$ cat src/lfs_pkg.sv
`timescale 1ns / 1ps

package lfs_pkg;

  typedef enum logic [2:0] {
    REQ_TICK   = 3'd0,
    REQ_BRIGHT = 3'd1,
    REQ_FIRE   = 3'd2,
    REQ_SMOOTH = 3'd3,
    REQ_AIM    = 3'd4
  } req_e_t;

  typedef enum logic [1:0] {
    PH_IDLE   = 2'd0,
    PH_SETTLE = 2'd1,
    PH_ON     = 2'd2
  } phase_t;

  // configuration register indexes
  localparam logic CFG_SETTLE  = 1'b0;
  localparam logic CFG_TIMEOUT = 1'b1;

  localparam logic [15:0] SETTLE_RST     = 16'd200;
  localparam logic [31:0] TIMEOUT_RST    = 32'd10000;
  localparam logic [31:0] FIRE_DEFAULT   = 32'd500;
  localparam logic [15:0] MIN_STEP       = 16'd5;
  localparam logic [6:0]  POS_MAX        = 7'd100;
  localparam logic [6:0]  POS_HOME       = 7'd50;
  localparam logic [7:0]  DUTY_FULL      = 8'd255;
  localparam logic [15:0] SLEW_PERIOD_RST = 16'd30;

  typedef struct packed {
    logic [2:0]        req_type;
    logic [31:0]       now_ms;
    logic signed [7:0] pan_req;
    logic signed [7:0] tilt_req;
    logic [31:0]       duration_ms;
    logic [15:0]       step_period_ms;
    logic [7:0]        brightness_req;
  } item_t;

  typedef struct packed {
    logic [7:0]  duty;
    logic        emitting;
    logic [31:0] on_since;
    phase_t      phase;
    logic [31:0] phase_start;
    logic [31:0] fire_len;
    logic [6:0]  slew_pan;
    logic [6:0]  slew_tilt;
    logic [6:0]  goal_pan;
    logic [6:0]  goal_tilt;
    logic        slew_active;
    logic [15:0] slew_period;
    logic [31:0] last_step;
    logic [6:0]  servo_pan;
    logic [6:0]  servo_tilt;
  } state_t;

  typedef struct packed {
    logic [7:0] laser_duty;
    logic [6:0] pan_cmd;
    logic [6:0] tilt_cmd;
    logic       servo_written;
    logic [1:0] fire_state;
    logic       fire_rejected;
    logic       safety_tripped;
    logic       is_emitting;
  } result_t;

  localparam state_t STATE_RST = '{
    duty:        8'd0,
    emitting:    1'b0,
    on_since:    32'd0,
    phase:       PH_IDLE,
    phase_start: 32'd0,
    fire_len:    32'd0,
    slew_pan:    POS_HOME,
    slew_tilt:   POS_HOME,
    goal_pan:    POS_HOME,
    goal_tilt:   POS_HOME,
    slew_active: 1'b0,
    slew_period: SLEW_PERIOD_RST,
    last_step:   32'd0,
    servo_pan:   POS_HOME,
    servo_tilt:  POS_HOME
  };

  function automatic logic [6:0] clamp_pos(input logic signed [7:0] v);
    logic [6:0] r;
    if (v < 8'sd0) begin
      r = 7'd0;
    end else if (v > 8'sd100) begin
      r = POS_MAX;
    end else begin
      r = v[6:0];
    end
    return r;
  endfunction

  function automatic logic [6:0] step_toward(input logic [6:0] cur, input logic [6:0] goal);
    logic [6:0] r;
    if (cur < goal) begin
      r = cur + 7'd1;
    end else if (cur > goal) begin
      r = cur - 7'd1;
    end else begin
      r = cur;
    end
    return r;
  endfunction

endpackage

$ cat src/laser_fire_sequencer_with_slew.sv
`timescale 1ns / 1ps

// Laser fire sequencer with pan/tilt slew.
// Input channel (in_valid / in_stall) takes one timestamped command word per
// cycle while in_stall is low: tick, set brightness, fire, smooth target or
// aim. Each command word yields exactly one result word on the output
// channel (out_valid / out_stall) carrying laser duty, servo commands, fire
// phase and event flags. The accept edge loads the input register; the
// result register and state load when the word advances, which waits while
// out_stall holds a result. Throughput: one word per cycle while out_stall
// is low; the only loop is the state feedback, through combinational logic.
// When out_stall holds a result, one more word can sit in the input register;
// after that in_stall rises. Results are never dropped or repeated.
// Configuration: cfg_valid/cfg_ready with cfg_index (0 settle time, 1 safety
// timeout) and cfg_wdata; cfg_ready is always high. Write only while idle.
// Reset (rst_n low, synchronous): both channels empty, laser off, sequencer
// idle, servos and slew at home (50), settle 200 ms, timeout 10000 ms.

module laser_fire_sequencer_with_slew import lfs_pkg::*; (
  input  logic              clk,
  input  logic              rst_n,
  // input channel
  input  logic              in_valid,
  output logic              in_stall,
  input  logic [2:0]        in_req_type,
  input  logic [31:0]       in_now_ms,
  input  logic signed [7:0] in_pan_req,
  input  logic signed [7:0] in_tilt_req,
  input  logic [31:0]       in_duration_ms,
  input  logic [15:0]       in_step_period_ms,
  input  logic [7:0]        in_brightness_req,
  // result channel
  output logic              out_valid,
  input  logic              out_stall,
  output logic [7:0]        out_laser_duty,
  output logic [6:0]        out_pan_cmd,
  output logic [6:0]        out_tilt_cmd,
  output logic              out_servo_written,
  output logic [1:0]        out_fire_state,
  output logic              out_fire_rejected,
  output logic              out_safety_tripped,
  output logic              out_is_emitting,
  // configuration
  input  logic              cfg_valid,
  output logic              cfg_ready,
  input  logic              cfg_index,
  input  logic [31:0]       cfg_wdata
);

  logic        in_full_r, in_full_nxt;
  item_t       item_r;
  logic        out_valid_r, out_valid_nxt;
  result_t     res_r;
  state_t      state_r;
  state_t      state_nxt;
  result_t     res_nxt;
  logic [15:0] settle_r;
  logic [31:0] timeout_r;
  logic        out_free;
  logic        advance;
  logic        accept;

  assign cfg_ready = 1'b1;
  assign out_free  = !out_valid_r || !out_stall;
  assign advance   = in_full_r && out_free;
  assign in_stall  = in_full_r && !out_free;
  assign accept    = in_valid && !in_stall;

  assign in_full_nxt   = accept || (in_full_r && !advance);
  assign out_valid_nxt = advance || (out_valid_r && out_stall);

  lfs_step u_step (
    .st         (state_r),
    .item       (item_r),
    .settle_ms  (settle_r),
    .timeout_ms (timeout_r),
    .st_nxt     (state_nxt),
    .res        (res_nxt)
  );

  always_ff @(posedge clk) begin
    if (!rst_n) begin
      in_full_r   <= 1'b0;
      out_valid_r <= 1'b0;
      state_r     <= STATE_RST;
      settle_r    <= SETTLE_RST;
      timeout_r   <= TIMEOUT_RST;
    end else begin
      in_full_r   <= in_full_nxt;
      out_valid_r <= out_valid_nxt;
      if (advance) begin
        state_r <= state_nxt;
      end
      if (cfg_valid && cfg_ready) begin
        case (cfg_index)
          CFG_SETTLE:  settle_r  <= cfg_wdata[15:0];
          CFG_TIMEOUT: timeout_r <= cfg_wdata;
          default: begin
          end
        endcase
      end
    end
  end

  // payload registers
  always_ff @(posedge clk) begin
    if (accept) begin
      item_r.req_type       <= in_req_type;
      item_r.now_ms         <= in_now_ms;
      item_r.pan_req        <= in_pan_req;
      item_r.tilt_req       <= in_tilt_req;
      item_r.duration_ms    <= in_duration_ms;
      item_r.step_period_ms <= in_step_period_ms;
      item_r.brightness_req <= in_brightness_req;
    end
    if (advance) begin
      res_r <= res_nxt;
    end
  end

  assign out_valid          = out_valid_r;
  assign out_laser_duty     = res_r.laser_duty;
  assign out_pan_cmd        = res_r.pan_cmd;
  assign out_tilt_cmd       = res_r.tilt_cmd;
  assign out_servo_written  = res_r.servo_written;
  assign out_fire_state     = res_r.fire_state;
  assign out_fire_rejected  = res_r.fire_rejected;
  assign out_safety_tripped = res_r.safety_tripped;
  assign out_is_emitting    = res_r.is_emitting;

endmodule

$ cat src/lfs_step.sv
`timescale 1ns / 1ps

module lfs_step import lfs_pkg::*; (
  input  state_t      st,
  input  item_t       item,
  input  logic [15:0] settle_ms,
  input  logic [31:0] timeout_ms,
  output state_t      st_nxt,
  output result_t     res
);

  always_comb begin
    state_t     s;
    logic       written;
    logic       rejected;
    logic       tripped;
    logic [6:0] np;
    logic [6:0] nt;
    logic [31:0] now;

    s        = st;
    written  = 1'b0;
    rejected = 1'b0;
    tripped  = 1'b0;
    now      = item.now_ms;
    np       = step_toward(st.slew_pan, st.goal_pan);
    nt       = step_toward(st.slew_tilt, st.goal_tilt);

    case (item.req_type)
      REQ_TICK: begin
        // safety first, then sequencer, then slew
        if (s.emitting && s.duty != 8'd0 && (now - s.on_since) > timeout_ms) begin
          s.duty     = 8'd0;
          s.emitting = 1'b0;
          tripped    = 1'b1;
        end
        if (s.phase == PH_SETTLE) begin
          if ((now - s.phase_start) >= {16'd0, settle_ms}) begin
            s.duty = DUTY_FULL;
            if (!s.emitting) begin
              s.emitting = 1'b1;
              s.on_since = now;
            end
            s.phase       = PH_ON;
            s.phase_start = now;
          end
        end else if (s.phase == PH_ON) begin
          if ((now - s.phase_start) >= s.fire_len) begin
            s.duty     = 8'd0;
            s.emitting = 1'b0;
            s.phase    = PH_IDLE;
          end
        end
        if (s.slew_active && (now - s.last_step) >= {16'd0, s.slew_period}) begin
          s.last_step = now;
          s.slew_pan  = np;
          s.slew_tilt = nt;
          if (np != st.slew_pan || nt != st.slew_tilt) begin
            s.servo_pan  = np;
            s.servo_tilt = nt;
            written      = 1'b1;
          end else begin
            s.slew_active = 1'b0;
          end
        end
      end
      REQ_BRIGHT: begin
        s.duty = item.brightness_req;
        if (item.brightness_req != 8'd0 && !s.emitting) begin
          s.emitting = 1'b1;
          s.on_since = now;
        end else if (item.brightness_req == 8'd0) begin
          s.emitting = 1'b0;
        end
      end
      REQ_FIRE: begin
        if (s.phase != PH_IDLE) begin
          rejected = 1'b1;
        end else begin
          s.servo_pan   = clamp_pos(item.pan_req);
          s.servo_tilt  = clamp_pos(item.tilt_req);
          s.fire_len    = (item.duration_ms != 32'd0) ? item.duration_ms : FIRE_DEFAULT;
          written       = 1'b1;
          s.phase       = PH_SETTLE;
          s.phase_start = now;
        end
      end
      REQ_SMOOTH: begin
        s.slew_pan    = s.servo_pan;
        s.slew_tilt   = s.servo_tilt;
        s.goal_pan    = clamp_pos(item.pan_req);
        s.goal_tilt   = clamp_pos(item.tilt_req);
        s.slew_period = (item.step_period_ms < MIN_STEP) ? MIN_STEP : item.step_period_ms;
        s.slew_active = 1'b1;
      end
      REQ_AIM: begin
        s.servo_pan  = clamp_pos(item.pan_req);
        s.servo_tilt = clamp_pos(item.tilt_req);
        written      = 1'b1;
      end
      default: begin
      end
    endcase

    st_nxt             = s;
    res.laser_duty     = s.duty;
    res.pan_cmd        = s.servo_pan;
    res.tilt_cmd       = s.servo_tilt;
    res.servo_written  = written;
    res.fire_state     = s.phase;
    res.fire_rejected  = rejected;
    res.safety_tripped = tripped;
    res.is_emitting    = s.emitting;
  end

endmodule
$ cat config.mk
export PLATFORM = sky130hd
export DESIGN_NAME = laser_fire_sequencer_with_slew
export DESIGN_NICKNAME = d
export VERILOG_FILES = /design/src/lfs_pkg.sv /design/src/laser_fire_sequencer_with_slew.sv /design/src/lfs_step.sv
export SDC_FILE = /design/constraint.sdc
export NUM_CORES = 1
export LEC_CHECK = 0
export BUFFER_PORTS_ARGS = -buffer_cell sky130_fd_sc_hd__buf_4
export CAP_MARGIN = 20
export CORE_ASPECT_RATIO = 0.9
export CORE_MARGIN = 2
export CORE_UTILIZATION = 61
export DETAILED_ROUTE_END_ITERATION = 10
export PLACE_DENSITY_LB_ADDON = 0.2
export SLEW_MARGIN = 5
export SYNTH_ARGS = -nofsm -noshare
export SYNTH_HDL_FRONTEND = slang
export SYNTH_SLANG_ARGS = --single-unit
$ cat constraint.sdc
create_clock -name clk -period 8.7 [get_ports clk]
set_input_delay 0.87 -clock clk [delete_from_list [all_inputs] [get_ports clk]]
set_output_delay 0.87 -clock clk [all_outputs]
set_load 0.02 [all_outputs]
==> flow_summary_export.csv <==
group,metric,value,unit
sta,worstMarginPinSlew,1111,ps
floorplan,start_util,62.26,%
detailed_routing,wl_per_cell,21.15,um
yosys,syn_nets,2911,
power_and_ir_drop,p_per_area,182.3,nW/um^2
detailed_routing,drtIter0Drc,2275,
setup_path,worstReg2RegStart,"item_r[72]",
floorplan,die-area,38640,um^2
sta,skew,20.48,ps
cells_and_area,num-fill-cells,2821,
cts,post_cts_buffers,0,
cells_and_area,antenna_cells,0,
yosys,yosysSeqAreaShare,39.87,%
yosys,ys_seq_elements,383,
power_and_ir_drop,internal_power,3.417,mW
cells_and_area,final_util,70.85,%
min_path,min-delay-start,"state_r[122]",
yosys,synth_ff_type,"dfxtp_1",
setup_path,rrSetupSlack,2300,ps
floorplan,die_h,186.7,um
placement,post-dp-hpwl,50540,um
detailed_routing,postRouteAntennaNets,0,
detailed_routing,drc,0,
cells_and_area,instances_no_fill,3196,
floorplan,rows,66,
floorplan,die_w,207.0,um
cells_and_area,nets,3042,
global_routing,antenna_found_initial,0,
detailed_routing,routed_via_density,6.352,
min_path,hold_path.class,"flip-flop to flip-flop",
power_and_ir_drop,p_total,4.693,mW
setup_path,startpoint_type,"flip-flop",
setup_path,r2r_end,"out_laser_duty[3]",
setup_path,cp.arrival,6810,ps
cells_and_area,final_common_cell,"nand2_1",
cts,cts.sinks,383,
setup_path,ff2ff_path_depth,27,
cells_and_area,syn2layout_area_growth,13.81,%
floorplan,core_area,36330,um^2
yosys,synth_edf_count,135,
sta,finalHoldViolCount,0,
setup_path,cp_max_fo,8,
power_and_ir_drop,p_comb_share,16.6,%
cts,cts_buffers,41,
floorplan,boundaryPins,176,
yosys,synthArstFlopShare,0,%
global_routing,overflow,0,
setup_path,end_kind,"flip-flop",
yosys,yosys.cell_types.count,90,
status,status,"finished, final reports clean",
sta,clock.fmax,156.3,MHz
power_and_ir_drop,power_leakage,9.742,nW
cts,clk_latency,560,ps
cts,h-tree-depth,2,
placement,dpl_worst_slack,2034,ps
power_and_ir_drop,p_sw_share,27.18,%
sta,setup_viol,0,
sta,final-max-slew-violation-count,0,
power_and_ir_drop,seqPwrFrac,42.3,%
power_and_ir_drop,ir_drop,0.0002173,V
power_and_ir_drop,pwr-share-clk,41.1,%
setup_path,crit_type,"flip-flop to flip-flop",
power_and_ir_drop,p_sw,1.276,mW
detailed_routing,drt-total-wl,67600,um
yosys,syn_avg_cell_area,8.850,um^2
global_routing,grtUsageTotal,34.11,%
sta,fin_crit,6399,ps
placement,gp_congestion,1.015,
placement,portBuffers,174,
placement,dp.cells,3118,
global_routing,grt_pass1_vias,18900,
global_routing,grt_max_degree,79,
min_path,whs_endpoint,"state_r[122]",
detailed_routing,drtPass1Iterations,6,
sta,relSlewSlack,25.37,%
sta,rsz0062_at_grt,"false",
sta,timing.setup.tns,0,ps
cts,cts.clk_slew.worst_paths,60,ps
cells_and_area,final_cell_mix,"nand2_1 (365), a21oi_1 (253), dfxtp_1 (248), inv_1 (239), ha_1 (207)",
sta,finalWorstSetupSlack,2301,ps
yosys,synthCells,2556,
cells_and_area,drive_gt1_share,11.07,%
sta,fin_crit_sh,73.56,%
setup_path,worst_ep_required_time,9110,ps
cts,root_buffer,"clkbuf_16",
cts,cts_tree,"built",
min_path,whs_path_depth,2,
cts,postCtsHoldBufs,0,
detailed_routing,via_count,20300,
flow_run,max_cap_viol_count,0,
global_routing,grt_pass1_wl,103700,um
cts,clock_path_buffers,3,
cts,ctsResizeCount,0,
yosys,synthesis.area,22620,um^2
yosys,ys_warn_count,0,
[stage by stage]
stage / area [um^2] / hold WS (ps)
4_1_cts: 25730 / 455.5
5_1_grt: 25740 / 467.2
2_1_floorplan: 22620 / 431.9
6_report: 25740 / 454.2
3_3_place_gp: 24250 / 441.2
3_5_place_dp: 24250 / 446.9
[worst max-delay path, stage by stage (launching register included)]
cell and delay, ps:
edfxtp_1 430, inv_1 150, ha_1 190, inv_1 60
fa_1 400, a21o_1 190, nand2_1 70, o21ai_0 180
a21o_1 270, o221a_2 300, a221o_1 310, a31oi_1 240
nor2b_1 70, o21ai_0 180, a22oi_1 130, xor2_1 160
ha_1 340, nand3_1 90, nor3_1 500, nand4_1 170
and3_1 260, and2_1 160, a31oi_1 260, nand2_1 110
o31ai_1 410, buf_2 300, a22oi_1 140, nand2_1 160
[how the worst max path moves through the flow]
stage,to,cells past startpoint,start
finish,out_laser_duty[3],27,item_r[72]
global route,out_laser_duty[3],27,item_r[72]
CTS,state_r[196],26,item_r[72]
detailed placement,out_laser_duty[3],26,item_r[72]
global placement,out_is_emitting,26,item_r[72]
floorplan,item_r[0],2,out_stall
[routing by layer]
layer,global-route usage [%],part of all wire [%]
met1,49.96,44
met2,52.63,44
met3,5.606,9.6
met4,8.020,2.2
met5,0,0
[Yosys cell counts, types with 7 or more instances]
master    instances  area share, %
nand2_1         365            6.1
a21oi_1         253            5.6
dfxtp_1         248             22
inv_1           240            4.0
ha_1            207             11
edfxtp_1        135             18
nor2_1          124            2.1
o21ai_0          92            2.0
clkbuf_1         91            1.5
a32o_1           65            2.9
nor3_1           54            1.2
xnor2_1          54            2.1
a21o_1           49            1.6
nand4_1          40            1.1
o211ai_1         35            1.2
nand3_1          33           0.73
nor2b_1          32           0.88
a211oi_1         31            1.0
o21a_1           29           0.96
xor2_1           29            1.1
a221o_1          22           0.97
and2_1           19           0.53
and3_1           17           0.47
nor4_1           17           0.47
nand2b_1         16           0.44
a22oi_1          13           0.43
or3_1            13           0.36
a211o_1          12           0.46
a31oi_1          12           0.33
o22ai_1          11           0.30
buf_2            10           0.22
mux2i_1          10           0.44
o21bai_1         10           0.33
a311oi_1          9           0.35
nand3b_1          9           0.30
o31ai_1           9           0.30
o21ai_1           8           0.18
o221a_2           8           0.40
a41oi_1           7           0.27
or4_1             7           0.23
[logic make-up (layout without fill, tap and decap cells)]
kind of cell,after synthesis,after routing,share of synthesized area (%)
other,1,1,0.01658
multiplexers,11,11,0.4923
flip-flops,383,383,39.87
AO/OA/AOI/OAI,744,744,22.79
AND/OR/NAND/NOR,773,773,15.81
buffers and inverters,351,515,6.095
adder cells (fa/ha/maj),210,210,11.72
XOR/XNOR,83,83,3.214
[state kept, by name, indices dropped and copies added (netlist names), 2 cells and up]
register / count
state_r: 198
item_r: 107
timeout_r: 32
settle_r: 16
out_laser_duty: 8
out_pan_cmd: 7
out_tilt_cmd: 7
out_fire_state: 2
[area by class of cell]
class,count,area (um^2),share of cell area [%]
multi-input combinational,1822,12260,47.61
sequential,383,9019,35.03
timing repair buffer,198,1484,5.764
clock buffer,56,1165,4.525
inverter,241,907.1,3.524
tap,476,595.6,2.313
clock inverter,20,317.8,1.234
[power groups by stage]
| stage | registers [mW] | clock network, mW | logic, mW |
|---|---|---|---|
| 6_report | 1.98 | 1.93 | 0.780 |
| 3_5_place_dp | 2.02 | 0 | 0.757 |
| 3_3_place_gp | 2.02 | 0 | 0.730 |
| 2_1_floorplan | 2.01 | 0 | 0.509 |
| 5_1_grt | 1.99 | 2.01 | 0.854 |
| 4_1_cts | 1.98 | 1.95 | 0.763 |
Power figures use the tool's default switching activity.
